### config.mk
export PLATFORM = sky130hd
export DESIGN_NAME = hla_ctrl
export DESIGN_NICKNAME = d
export VERILOG_FILES = /design/src/design/hla_pkg.sv /design/src/design/hla_ctrl.sv
export SDC_FILE = /design/constraint.sdc
export NUM_CORES = 1
export LEC_CHECK = 0
export BUFFER_PORTS_ARGS = -buffer_cell sky130_fd_sc_hd__buf_4
export CORE_UTILIZATION = 46
export DETAILED_ROUTE_END_ITERATION = 10
export MAX_ROUTING_LAYER = met4
export PLACE_DENSITY_LB_ADDON = 0.3
export SETUP_SLACK_MARGIN = 0.2
export SYNTH_ARGS = -nofsm -noshare
export SYNTH_HDL_FRONTEND = slang
export SYNTH_SLANG_ARGS = --single-unit
### constraint.sdc
create_clock -name i_clk -period 2.1 [get_ports i_clk]
set_clock_uncertainty 0.15 [all_clocks]
set_input_delay 0.105 -clock i_clk [delete_from_list [all_inputs] [get_ports i_clk]]
set_output_delay 0.105 -clock i_clk [all_outputs]
set_load 0.01 [all_outputs]
### src/design/hla_pkg.sv
`default_nettype none
// ----------------------------------------------------------------------------
// hla_pkg
// Shared types and constants of the compacting region allocator.
// ----------------------------------------------------------------------------
package hla_pkg;

    localparam int MAX_REGIONS_DEF = 64;
    localparam int ADDR_BITS_DEF   = 32;
    localparam logic [31:0] TOTAL_SIZE_RST = 32'd16777216;

    // APB byte address of the total_size register
    localparam logic [1:0] ADDR_TOTAL_SIZE = 2'd0;

    localparam logic [1:0] ACT_INIT  = 2'd0;
    localparam logic [1:0] ACT_ALLOC = 2'd1;
    localparam logic [1:0] ACT_FREE  = 2'd2;
    localparam logic [1:0] ACT_RSVD  = 2'd3;

    localparam logic [1:0] ST_OK      = 2'd0;
    localparam logic [1:0] ST_NOSPACE = 2'd1;
    localparam logic [1:0] ST_NOOWNER = 2'd2;
    localparam logic [1:0] ST_FULL    = 2'd3;

    typedef enum logic [3:0] {
        S_IDLE,
        S_DISPATCH,
        S_FIT_RD,
        S_FIT_CHK,
        S_SUM_RD,
        S_SUM_CHK,
        S_CMP_RD,
        S_CMP_WR,
        S_SPLIT,
        S_SHIFT_RD,
        S_SHIFT_WR,
        S_FREE_RD,
        S_FREE_CHK,
        S_DONE
    } t_state;

    typedef struct packed {
        logic start_op;    // latch input item
        logic do_init;
        logic clr_i;       // scan index to 0
        logic inc_i;
        logic rd_i;        // issue read at scan index
        logic fit_chk;     // update fit candidate
        logic sum_chk;     // accumulate free bytes, flag a free entry
        logic cmp_start;   // set write index 1, next = merged
        logic cmp_wr;      // move occupied entry
        logic cmp_fin;     // write entry 0, set count
        logic split_rd;    // read entry k
        logic split_go;    // apply owner, start shifting
        logic shift_rd;
        logic shift_wr;
        logic shift_fin;   // write new free entry
        logic free_chk;
        logic set_status;
        logic [1:0] status;
        logic out_load;
    } t_cmd;

    typedef struct packed {
        logic [1:0] action;
        logic owner_zero;
        logic need_gt_free;
        logic scan_end;     // scan index == count
        logic fit_found;
        logic rd_hit;       // read owner == request owner
        logic nfree_zero;
        logic rest_zero;
        logic table_full;
        logic shift_end;    // shift index == k+1
        logic compacted;
        logic out_busy;
    } t_sts;

endpackage
`default_nettype wire

### src/design/hla_ctrl.sv
`default_nettype none
// ----------------------------------------------------------------------------
// hla_ctrl
// Sequencer for init, allocate (scan, compact, split) and free.
// ----------------------------------------------------------------------------
module hla_ctrl (
    input  wire logic          i_clk,
    input  wire logic          i_rst_n,
    input  wire logic          i_start,
    input  hla_pkg::t_sts      i_sts,
    output logic               o_ready,
    output hla_pkg::t_cmd      o_cmd
);

    hla_pkg::t_state r_state, n_state;

    always_ff @(posedge i_clk) begin
        if (!i_rst_n) begin
            r_state <= hla_pkg::S_IDLE;
        end else begin
            r_state <= n_state;
        end
    end

    always_comb begin
        n_state = r_state;
        unique case (r_state)
            hla_pkg::S_IDLE: if (i_start) n_state = hla_pkg::S_DISPATCH;
            hla_pkg::S_DISPATCH: begin
                if (i_sts.action == hla_pkg::ACT_ALLOC) begin
                    if (i_sts.owner_zero || i_sts.need_gt_free) n_state = hla_pkg::S_DONE;
                    else n_state = hla_pkg::S_FIT_RD;
                end else if (i_sts.action == hla_pkg::ACT_FREE) begin
                    if (i_sts.owner_zero) n_state = hla_pkg::S_DONE;
                    else n_state = hla_pkg::S_FREE_RD;
                end else begin
                    n_state = hla_pkg::S_DONE;
                end
            end
            hla_pkg::S_FIT_RD: begin
                if (!i_sts.scan_end) n_state = hla_pkg::S_FIT_CHK;
                else if (i_sts.fit_found) n_state = hla_pkg::S_SPLIT;
                else if (i_sts.compacted) n_state = hla_pkg::S_DONE;
                else n_state = hla_pkg::S_SUM_RD;
            end
            hla_pkg::S_FIT_CHK: n_state = hla_pkg::S_FIT_RD;
            hla_pkg::S_SUM_RD: begin
                if (!i_sts.scan_end) n_state = hla_pkg::S_SUM_CHK;
                else if (i_sts.nfree_zero) n_state = hla_pkg::S_DONE;
                else n_state = hla_pkg::S_CMP_RD;
            end
            hla_pkg::S_SUM_CHK: n_state = hla_pkg::S_SUM_RD;
            hla_pkg::S_CMP_RD: begin
                if (!i_sts.scan_end) n_state = hla_pkg::S_CMP_WR;
                else n_state = hla_pkg::S_FIT_RD;
            end
            hla_pkg::S_CMP_WR: n_state = hla_pkg::S_CMP_RD;
            hla_pkg::S_SPLIT: begin
                if (!i_sts.rest_zero && i_sts.table_full) n_state = hla_pkg::S_DONE;
                else if (i_sts.rest_zero) n_state = hla_pkg::S_DONE;
                else n_state = hla_pkg::S_SHIFT_RD;
            end
            hla_pkg::S_SHIFT_RD: begin
                if (i_sts.shift_end) n_state = hla_pkg::S_DONE;
                else n_state = hla_pkg::S_SHIFT_WR;
            end
            hla_pkg::S_SHIFT_WR: n_state = hla_pkg::S_SHIFT_RD;
            hla_pkg::S_FREE_RD: begin
                if (i_sts.scan_end) n_state = hla_pkg::S_DONE;
                else n_state = hla_pkg::S_FREE_CHK;
            end
            hla_pkg::S_FREE_CHK: begin
                if (i_sts.rd_hit) n_state = hla_pkg::S_DONE;
                else n_state = hla_pkg::S_FREE_RD;
            end
            hla_pkg::S_DONE: if (!i_sts.out_busy) n_state = hla_pkg::S_IDLE;
            default: n_state = hla_pkg::S_IDLE;
        endcase
    end

    always_comb begin
        o_cmd = '0;
        o_ready = 1'b0;
        unique case (r_state)
            hla_pkg::S_IDLE: begin
                o_ready = 1'b1;
                o_cmd.start_op = i_start;
            end
            hla_pkg::S_DISPATCH: begin
                o_cmd.clr_i = 1'b1;
                o_cmd.set_status = 1'b1;
                o_cmd.status = hla_pkg::ST_OK;
                if (i_sts.action == hla_pkg::ACT_INIT) o_cmd.do_init = 1'b1;
                if ((i_sts.action == hla_pkg::ACT_ALLOC || i_sts.action == hla_pkg::ACT_FREE)
                    && i_sts.owner_zero) o_cmd.status = hla_pkg::ST_NOOWNER;
                else if (i_sts.action == hla_pkg::ACT_ALLOC && i_sts.need_gt_free)
                    o_cmd.status = hla_pkg::ST_NOSPACE;
            end
            hla_pkg::S_FIT_RD: begin
                o_cmd.rd_i = 1'b1;
                if (i_sts.scan_end) begin
                    o_cmd.clr_i = 1'b1;
                    if (i_sts.fit_found) o_cmd.split_rd = 1'b1;
                    else if (i_sts.compacted) begin
                        o_cmd.set_status = 1'b1;
                        o_cmd.status = hla_pkg::ST_NOSPACE;
                    end
                end
            end
            hla_pkg::S_FIT_CHK: begin
                o_cmd.fit_chk = 1'b1;
                o_cmd.inc_i = 1'b1;
            end
            hla_pkg::S_SUM_RD: begin
                o_cmd.rd_i = 1'b1;
                if (i_sts.scan_end) begin
                    o_cmd.clr_i = 1'b1;
                    if (i_sts.nfree_zero) begin
                        o_cmd.set_status = 1'b1;
                        o_cmd.status = hla_pkg::ST_NOSPACE;
                    end else begin
                        o_cmd.cmp_start = 1'b1;
                    end
                end
            end
            hla_pkg::S_SUM_CHK: begin
                o_cmd.sum_chk = 1'b1;
                o_cmd.inc_i = 1'b1;
            end
            hla_pkg::S_CMP_RD: begin
                o_cmd.rd_i = 1'b1;
                if (i_sts.scan_end) begin
                    o_cmd.cmp_fin = 1'b1;
                    o_cmd.clr_i = 1'b1;
                end
            end
            hla_pkg::S_CMP_WR: begin
                o_cmd.cmp_wr = 1'b1;
                o_cmd.inc_i = 1'b1;
            end
            hla_pkg::S_SPLIT: begin
                if (!i_sts.rest_zero && i_sts.table_full) begin
                    o_cmd.set_status = 1'b1;
                    o_cmd.status = hla_pkg::ST_FULL;
                end else begin
                    o_cmd.split_go = 1'b1;
                end
            end
            hla_pkg::S_SHIFT_RD: begin
                if (i_sts.shift_end) o_cmd.shift_fin = 1'b1;
                else o_cmd.shift_rd = 1'b1;
            end
            hla_pkg::S_SHIFT_WR: o_cmd.shift_wr = 1'b1;
            hla_pkg::S_FREE_RD: begin
                o_cmd.rd_i = 1'b1;
                if (i_sts.scan_end) begin
                    o_cmd.set_status = 1'b1;
                    o_cmd.status = hla_pkg::ST_NOOWNER;
                end
            end
            hla_pkg::S_FREE_CHK: begin
                o_cmd.free_chk = 1'b1;
                o_cmd.inc_i = 1'b1;
            end
            hla_pkg::S_DONE: o_cmd.out_load = !i_sts.out_busy;
            default: ;
        endcase
    end

endmodule
`default_nettype wire

* Yosys cells after proc, flatten, opt, wreduce, memory -nomap -nowiden
Cells that the tools add are included.
** Operators by class
- Equality and inequality tests :: 17
- Muxes and demuxes :: 55
- Reduce and logical (&&, ||, !) cells :: 13
** Operator list (count)
- one-hot mux 4 bit (14 select lines) :: 1
- two-way mux 4 bit :: 10
- two-way mux 3 bit :: 13
- two-way mux 1 bit :: 28
- equality test 4 bit (second input constant) :: 6
- equality test 4 x 3 -> 1 bit (second input constant) :: 4
- one-hot mux 3 bit (5 select lines) :: 1
- equality test 4 x 2 -> 1 bit (second input constant) :: 2
- OR reduction 4 bit :: 2
- equality test 4 x 1 -> 1 bit (second input constant) :: 1
- zero test 4 bit :: 1
- != test 2 bit (second input constant) :: 2
- logical AND 1 bit :: 3
- OR reduction 3 bit :: 1
- equality test 2 x 1 -> 1 bit (second input constant) :: 1
- equality test 2 bit (second input constant) :: 1
- zero test 1 bit :: 2
- zero test 2 bit :: 1
- logical OR 1 bit :: 2
- two-way mux 2 bit :: 1
- one-hot mux 1 bit (2 select lines) :: 1
- AND reduction 2 bit :: 1
** Word-level totals
- Flip-flop bits (word level) :: 4
- Bits of input ports :: 16
- Output and inout bits :: 21

* Logic depth before layout (Yosys ltp)
Gate-level depths: netlist of run 1.
- Word-level depth :: 5
- Mapped depth :: 7
- Mapped depth without buffers :: 7

* Worst setup path after synthesis of run 1
OpenSTA, ideal clock, no wires.
- Kind :: reg2out
- Start :: reg r_state[1]
- End :: out o_cmd[16] (netlist name)
- Data arrival time :: 1.254 ns
- Data required time :: 1.845 ns
- Slack :: 0.591 ns
- Stages on the path, launching flop included :: 6
- Buffers on the path :: 2
- Cell sequence :: dfxtp_1 -> buf_4 -> buf_2 -> or2_2 -> nor2_1 -> a21o_1
** RTL lines
- start, declared :: RTL line hla_ctrl.sv:15 : hla_pkg::t_state r_state, n_state;
- start signal, assigned :: RTL line hla_ctrl.sv:19 : r_state <= hla_pkg::S_IDLE;
- start signal, assigned :: RTL line hla_ctrl.sv:21 : r_state <= n_state;
- end, declared :: RTL line hla_ctrl.sv:12 : output hla_pkg::t_cmd o_cmd

* Final worst setup path of run 1
- Start :: reg r_state[3]
- End :: reg r_state[1]
** Between the ends
- Longest elaborated chain between the ends :: 3
- Elaborated cells on any way between the ends :: 18
- Classes of those cells :: 15 x eq/ne; 1 x mux; 2 x reduce/logical
** Ends and longest elaborated chain
- equality test 4 bit or zero test 4 bit (tied branches) :: RTL line hla_ctrl.sv:27 : unique case (r_state)
- != test 2 bit (no line)
- AND reduction 2 bit (no line)
Parallel ways exist; a longest one is shown, timed or not.
A chain may end at the register's enable or synchronous reset.

==> summary.md, run 1 <==
| Metric | Value |
|---|---|
| Status | complete, no violations |
| Top flop regs | r_state (4) |
| H-tree Lvls | 1 |
| Ys async rst share | 0 |
| Comb power frac | 0.741 |
| Final Max Tran Viols | 0 |
| Syn Inst Count | 118 |
| Seq/Total Area, Yosys | 0.103 |
| Final antenna-violating net count | 0 |
| Worst slew pin tran | 0.364 ns |
| Critical Path End Type | register |
| Synth area leader | dfxtp_1 |
| Largest net degree at the start of global routing | 17 |
| Clock buffer depth | 2 |
| Period utilization | 0.868 |
| Post-synth EDFFs | 0 |
| Clock power share | 0.071 |
| Routed WL | 2340 um |
| WP data arrival | 1.80 ns |
| Fillers | 130 |
| CTS tree | done |
| Crit path kind | register to register |
| Vias per cell | 5.73 |
| Via Count | 1,002 |
| RSZ-0062 raised after global routing | true |
| Input/output buffers | 36 |
| Fmax | 549 MHz |
| Share of cells above drive strength 1 | 0.403 |
| RePlAce Congestion | 0.914 |
| Die height | 43.1 um |
| Setup-failing EPs final | 0 |
| FF+latch count, synth | 4 |
| Fin. Hold Viols | 0 |
| Drt pass-1 iters | 5 |
| Synthesized area per cell | 6.57 um^2 |
| Worst hold path type | primary input to register |
| DRC viols | 0 |
| Wire per inst | 13.4 um |
| Synthesized Nets | 137 |
| Vias in the first global route | 880 |
| Yosys top cell area share | 0.103 |
| Io pins | 37 |
| Netlist cell types | 37 |
| Total gr overflow | 0 |
| Largest register by flop count | r_state |
| HPWL after DPL | 1720 um |
| Inserted Diodes | 0 |
| Internal | 709 uW |
| Clk slew on worst S/H paths | 0.04 ns |
| P_sw | 696 uW |
| Tmin final | 1.82 ns |
| Rows | 14 |
| Number of CTS-inserted buffers | 3 |
| Global-route wire length before repair | 3690 um |
| Initial Utilization | 0.503 |
| Die area | 1850 um^2 |
| Ranking of synthesized cells by area | dfxtp_1 (10%), nor2_1 (8.2%), a21oi_1 (5.2%) |
| All-layer global routing usage | 0.267 |
| Crit-path max FO | 11 |
| Setup_tns | 0 ns |
| Root Buffer | clkbuf_4 |
| Number of DRC markers in iteration 0 | 35 |
| Ys flop type | dfxtp_1 |
| Worst EP required | 2.07 ns |
| Die width | 43.1 um |
| Leakage power | 0.000555 uW |
| Register share of total power | 0.188 |
| Syn Std Cell Area | 776 um^2 |
| Overall power | 1410 uW |
| Max-Cap Viols | 0 |
| Net Sw Frac | 0.495 |
| Synthesis Warnings | 0 |
| Max IR drop VDD | 0.819 mV |
| Layout area overhead | 47.9% |
| Crit start category | register |
| Flip-flop count of the largest register after layout | 4 |
| Layout net count | 180 |
| CTS sink cnt | 4 |
| Clk_lat worst skew | 0.25 ns |
| Power per Cell Area | 1230 nW/um^2 |
| Area of the core | 1540 um^2 |
| Relative slew slack | 0.757 |
| Number of antenna violations at the first check in global routing | 0 |
metal layers:
layer,vias to the layer above,global-route usage,part of all wire
li1,499,-,-
met1,448,0.324,0.40
met2,49,0.421,0.50
met3,6,0.0426,0.065
met4,0,0.145,0.025
met5,-,-,0
cells in the final DEF (no fill, tap or decap), drive strengths merged, types with 3 or more instances in the layout:
master / synthesis / final
nand2: 12 / 12
o21ai: 7 / 7
nor3: 6 / 6
buf: 8 / 44
inv: 8 / 8
nor2b: 5 / 5
clkbuf: 0 / 3
a21oi: 8 / 8
and3: 6 / 6
dfxtp: 4 / 4
nand2b: 7 / 7
ha: 3 / 3
nand3: 5 / 5
nor2: 18 / 18
cells by family after synthesis:
| logic type | synth area share |
|---|---|
| multiplexers | 0.0129 |
| buffers and inverters | 0.105 |
| adder cells (fa/ha/maj) | 0.0484 |
| AND/OR/NAND/NOR | 0.465 |
| flip-flops | 0.103 |
| AO/OA/AOI/OAI | 0.266 |
power by group through the flow:
stage                     clock [uW]  combinational, uW  sequential, uW
after detailed placement           0                972             238
after global routing             109               1140             271
after global placement             0                962             230
after CTS                        105                988             257
final                           99.3               1040             265
after floorplan                    0                744             137
worst max-delay path, stage by stage (launching register included):
cell	delay [ns]
dfxtp_2	0.38
buf_4	0.18
nand2_1	0.18
nor3_1	0.08
a311oi_1	0.36
a21oi_1	0.07
o31a_1	0.30
path summary, 6_finish.rpt:
path	start	endpoint	slack, ns	cells after the start
hold reg to reg	r_state[3]$_SDFFE_PN0P_	r_state[3]$_SDFFE_PN0P_	0.51	2
setup reg to reg	r_state[3]$_SDFFE_PN0P_	r_state[1]$_SDFFE_PN0P_	0.28	6
hold / removal	i_start	r_state[0]$_SDFFE_PN0P_	0.04	3
setup / recovery	r_state[3]$_SDFFE_PN0P_	r_state[1]$_SDFFE_PN0P_	0.28	6
synthesized netlist by cell type, drive strengths merged, types with 2 or more instances:
library cell	count
nor3b	2
o21ai	7
buf	8
nor3	6
nor2b	5
dfxtp	4
ha	3
nand2b	7
a21oi	8
nand2	12
nor4b	2
a2111oi	2
and3	6
inv	8
o32ai	2
o221ai	2
nand3	5
nor2	18
stage by stage:
step / instance area [um^2] / util / setup WS (ns) / hold slack, ns / instances
6_report: 1150 / 0.744 / 0.277 / 0.0361 / 175
3_3_place_gp: 1060 / 0.688 / 0.315 / 0.218 / 168
2_1_floorplan: 776 / - / 0.591 / 0.0676 / 118
3_5_place_dp: 1060 / 0.688 / 0.244 / 0.221 / 168
4_1_cts: 1120 / 0.726 / 0.230 / 0.0288 / 173
5_1_grt: 1150 / 0.744 / 0.196 / 0.0812 / 175
layout make-up:
type / instances / area [um^2] / share of cell area
Timing Repair Buffer: 46 / 350 / 0.305
Inverter: 8 / 30.0 / 0.0262
Sequential cell: 4 / 92.6 / 0.0807
Clock buffer: 3 / 22.5 / 0.0196
Tap cell: 16 / 20.0 / 0.0174
Multi-Input combinational cell: 98 / 632 / 0.551
what timing repair did:
item                                   CTS  global route
setup endpoints to repair                3             3
buffers inserted                         0             2
hold buffers                             2             0
pin swaps                                0             2
endpoints found under the hold margin    4             0
gates resized for setup                  7             6
(Power assumes the default switching activity.)
==> run 2: changes to the inputs <==
- CORE_UTILIZATION: 46 -> 41
- clock period: 2.1 -> 1.5 ns (I/O delays scaled with it)
==> summary.md, run 2 <==
| Metric | Value |
|---|---|
| Status | stopped before the end (was complete, no violations) |
| Stopping stage | global routing |
| Tool error | [ERROR DPL-0038] Utilization greater than 100%, impossible to legalize |
| Placed Cells | 190 (was 168) |
| Ranking of synthesized cells by area | dfxtp_1 (10%), nor2_1 (8.2%), a21oi_1 (5.2%) (unchanged) |
| Post-synth EDFFs | 0 (unchanged) |
| Synthesis Warnings | 0 (unchanged) |
| DP Area | 1260 um^2 (was 1060 um^2) |
| Syn Std Cell Area | 776 um^2 (unchanged) |
| Largest net degree at the start of global routing | 12 |
| Input/output buffers | 36 (unchanged) |
| FF+latch count, synth | 4 (unchanged) |
| Number of CTS-inserted buffers | 3 (unchanged) |
| Clock buffer depth | 2 (unchanged) |
| Synth area leader | dfxtp_1 (unchanged) |
| Worst setup endpoint GRT | o_cmd[1] |
| HPWL after DPL | 2180 um (was 1720 um) |
| Syn Inst Count | 118 (unchanged) |
| Count leader, synth | nor2_1 (unchanged) |
| Synthesized area per cell | 6.57 um^2 (unchanged) |
| Synth top cells by count | nor2_1 (17), nand2_1 (10), a21oi_1 (8), inv_1 (7) (unchanged) |
| Initial Utilization | 0.444 (was 0.503) |
| Worst endpoint type | output port |
| Ys async rst share | 0 (unchanged) |
| Rows | 15 (was 14) |
| Die height | 45.5 um (was 43.1 um) |
| Io pins | 37 (unchanged) |
| Die width | 45.5 um (was 43.1 um) |
| Yosys top cell area share | 0.103 (unchanged) |
| Seq/Total Area, Yosys | 0.103 (unchanged) |
| Synthesized Nets | 137 (unchanged) |
| RePlAce Congestion | 0.910 (was 0.914) |
| Netlist cell types | 37 (unchanged) |
| Root Buffer | clkbuf_4 (unchanged) |
| H-tree Lvls | 1 (unchanged) |
| CTS sink cnt | 4 (unchanged) |
| Ys flop type | dfxtp_1 (unchanged) |
-- run 2: cell families after synthesis --
group,Yosys count,synth area share
muxes,1,0.0129
buffers and inverters,16,0.105
AOI/OAI and AO/OA,29,0.266
adders and majority gates,3,0.0484
and+or+nand+nor,65,0.465
DFF,4,0.103
-- run 2: repair_timing --
action                     CTS
pin swaps                   13
hold buffers                 2
gates resized for setup     49
buffers inserted            19
setup endpoints to repair   25
hold endpoints to repair     3
-- run 2: stage by stage --
stage,hold slack (ns),setup TNS (ns),utilization,worst slack (ns)
4_1_cts,0.0362,-1.15,0.934,-0.170
2_1_floorplan,0.0278,0,-,0.0799
3_3_place_gp,0.182,-0.0437,0.722,-0.0437
3_5_place_dp,0.182,-0.104,0.722,-0.0590
==> run 3: changes to the inputs <==
- CORE_AREA: not set -> 2 2 63 65
- CORE_UTILIZATION: 41 -> not set
- DIE_AREA: not set -> 0 0 65 67
- MAX_ROUTING_LAYER: met4 -> not set
- PLACE_DENSITY_LB_ADDON: 0.3 -> 0.15
- SETUP_SLACK_MARGIN: 0.2 -> not set
- clock period: 1.5 -> 2 ns (I/O delays scaled with it)
==> summary.md, run 3 (synthesis gave the netlist of run 1 again) <==
| Metric | Value |
|---|---|
| Status | complete, no violations (was stopped before the end) |
| Tmin final | 1.89 ns |
| Largest register by flop count | r_state |
| Clk_lat worst skew | 0.21 ns |
| Final antenna-violating net count | 0 |
| Largest net degree at the start of global routing | 17 |
| RSZ-0062 raised after global routing | false |
| RePlAce Congestion | 0.819 (was 0.910) |
| Setup-failing EPs final | 0 |
| Comb power frac | 0.743 |
| Hold Path Depth | 3 |
| Met1 wire length | 1200 um |
| Dpl ws | 0.248 ns (was -0.0590 ns) |
| Root Buffer | clkbuf_8 (was clkbuf_4) |
| Via Count | 961 |
| Final Max Tran Viols | 0 |
| HPWL after DPL | 2110 um (was 2180 um) |
| Relative slew slack | 0.749 |
| Die height | 67 um (was 45.5 um) |
| Routed WL | 2600 um |
| CTS tree | done |
| Initial Utilization | 0.215 (was 0.444) |
| Rows | 22 (was 15) |
| Critical Path End Type | output pin |
| Post-CTS setup buffers | 0 (was 19) |
| Layout area overhead | 51.3% |
| Max IR drop VDD | 0.515 mV |
| WP data arrival | 1.64 ns |
| Top flop regs | r_state (4) |
| Max-Cap Viols | 0 |
| Crit-path max FO | 13 |
| Clock buffer depth | 2 (unchanged) |
| Final WS setup | 0.108 ns |
| Number of DRC markers in iteration 0 | 54 |
| Internal | 813 uW |
| Global-route wire length before repair | 4260 um |
| Crit path kind | register to output pin |
| Vias per cell | 4.67 |
| Vias in the first global route | 898 |
| Die width | 65 um (was 45.5 um) |
| Hold Crit Start | i_rst_n |
| Period utilization | 0.946 |
| DRC viols | 0 |
| H-tree Lvls | 1 (unchanged) |
| Input/output buffers | 36 (unchanged) |
| Inserted Diodes | 0 |
| CTS sink cnt | 4 (unchanged) |
| All-layer global routing usage | 0.126 |
| Area of the core | 3610 um^2 |
| Leakage power | 0.000555 uW |
| Post-cts sizing count | 0 (was 49) |
| Fin. Hold Viols | 0 |
| Register Area | 81.3 um^2 |
| P_sw | 729 uW |
| Routed wl met3 | 119 um |
| Metal2 WL | 1260 um |
| Path depth of the worst reg2reg path | 6 |
| Setup_tns | 0 ns |
| Crit start category | register |
| Clk slew on worst S/H paths | 0.03 ns |
| Worst hold path type | primary input to register |
| Layout net count | 179 |
| Multi-input logic area | 623 um^2 |
| Clock power share | 0.109 |
| Worst setup startpoint | r_state[0]$_SDFFE_PN0P_ |
| Hold slack | 0.00602 ns |
| Number of CTS-inserted buffers | 3 (unchanged) |
| Number of antenna violations at the first check in global routing | 0 |
| Fmax | 529 MHz |
| Register share of total power | 0.148 |
| Drt pass-1 iters | 4 |
| Worst EP required | 1.75 ns |
| Die area | 4360 um^2 |
| Net Sw Frac | 0.473 |
| RR Endpoint | r_state[0]$_SDFFE_PN0P_ |
| Most common cell after layout, fill and taps aside | buf_4 |
| Fillers | 416 |
| Power per Cell Area | 1310 nW/um^2 |
| Share of cells above drive strength 1 | 0.380 |
| Commonest non-fill, non-tap cells in the layout | buf_4 (45), nor2_1 (17), nand2_1 (10) |
| Flop-to-flop setup slack | 0.22 ns |
| Reg2reg start | r_state[1]$_SDFFE_PN0P_ |
| Worst slew pin tran | 0.376 ns |
| Hold endpoint | r_state[2]$_SDFFE_PN0P_ |
| Post-CTS Hold Fix Bufs | 0 (was 2) |
| Overall power | 1540 uW |
| Total gr overflow | 0 |
| Wire per inst | 12.6 um |
| Io pins | 37 (unchanged) |
| Flip-flop count of the largest register after layout | 4 |
| Highest Signal Layer | met4 |
## run 3: worst max-delay path by stage
stage	cells after the start	slack, ns	endpoint
final	6	0.11	o_cmd[2]
after CTS	6	0.08	o_cmd[2]
after detailed placement	5	0.25	r_state[0]$_SDFFE_PN0P_
after global placement	5	0.24	r_state[0]$_SDFFE_PN0P_
after global routing	6	0.02	o_cmd[2]
after floorplan	5	0.50	o_cmd[16]
## run 3: per-layer routing
metal  global-route usage  up-vias
met1                0.165      435
met3               0.0236        2
met4               0.0452        0
met2                0.205       24
li1                     -      500
met5                    0        -
## run 3: layout make-up
type,instances,share of cell area
clock buffers,3,0.0352
well taps,48,0.0512
inverters,8,0.0256
flip-flops and latches,4,0.0693
multi-input cells,98,0.531
repair buffers,45,0.288
## run 3: stage by stage
stage | std cells | utilization | area (um^2)
after floorplan | 118 | - | 776
after global placement | 203 | 0.311 | 1120
after detailed placement | 203 | 0.311 | 1120
after CTS | 206 | 0.323 | 1160
after global routing | 206 | 0.325 | 1170
final | 206 | 0.325 | 1170
## run 3: power groups by stage
stage                     registers, uW  clock network, uW  logic, uW
after CTS                           218                172       1150
final                               229                168       1140
after global placement              220                  0       1150
after floorplan                     144                  0        781
after global routing                238                176       1270
after detailed placement            219                  0       1140
## run 3: worst max-delay path, stage by stage, from the launching register on
cell     delay (ns)
dfxtp_1        0.41
buf_4          0.24
or2_2          0.34
o21ai_1        0.15
nand2_1        0.07
o21ai_0        0.07
buf_4          0.14
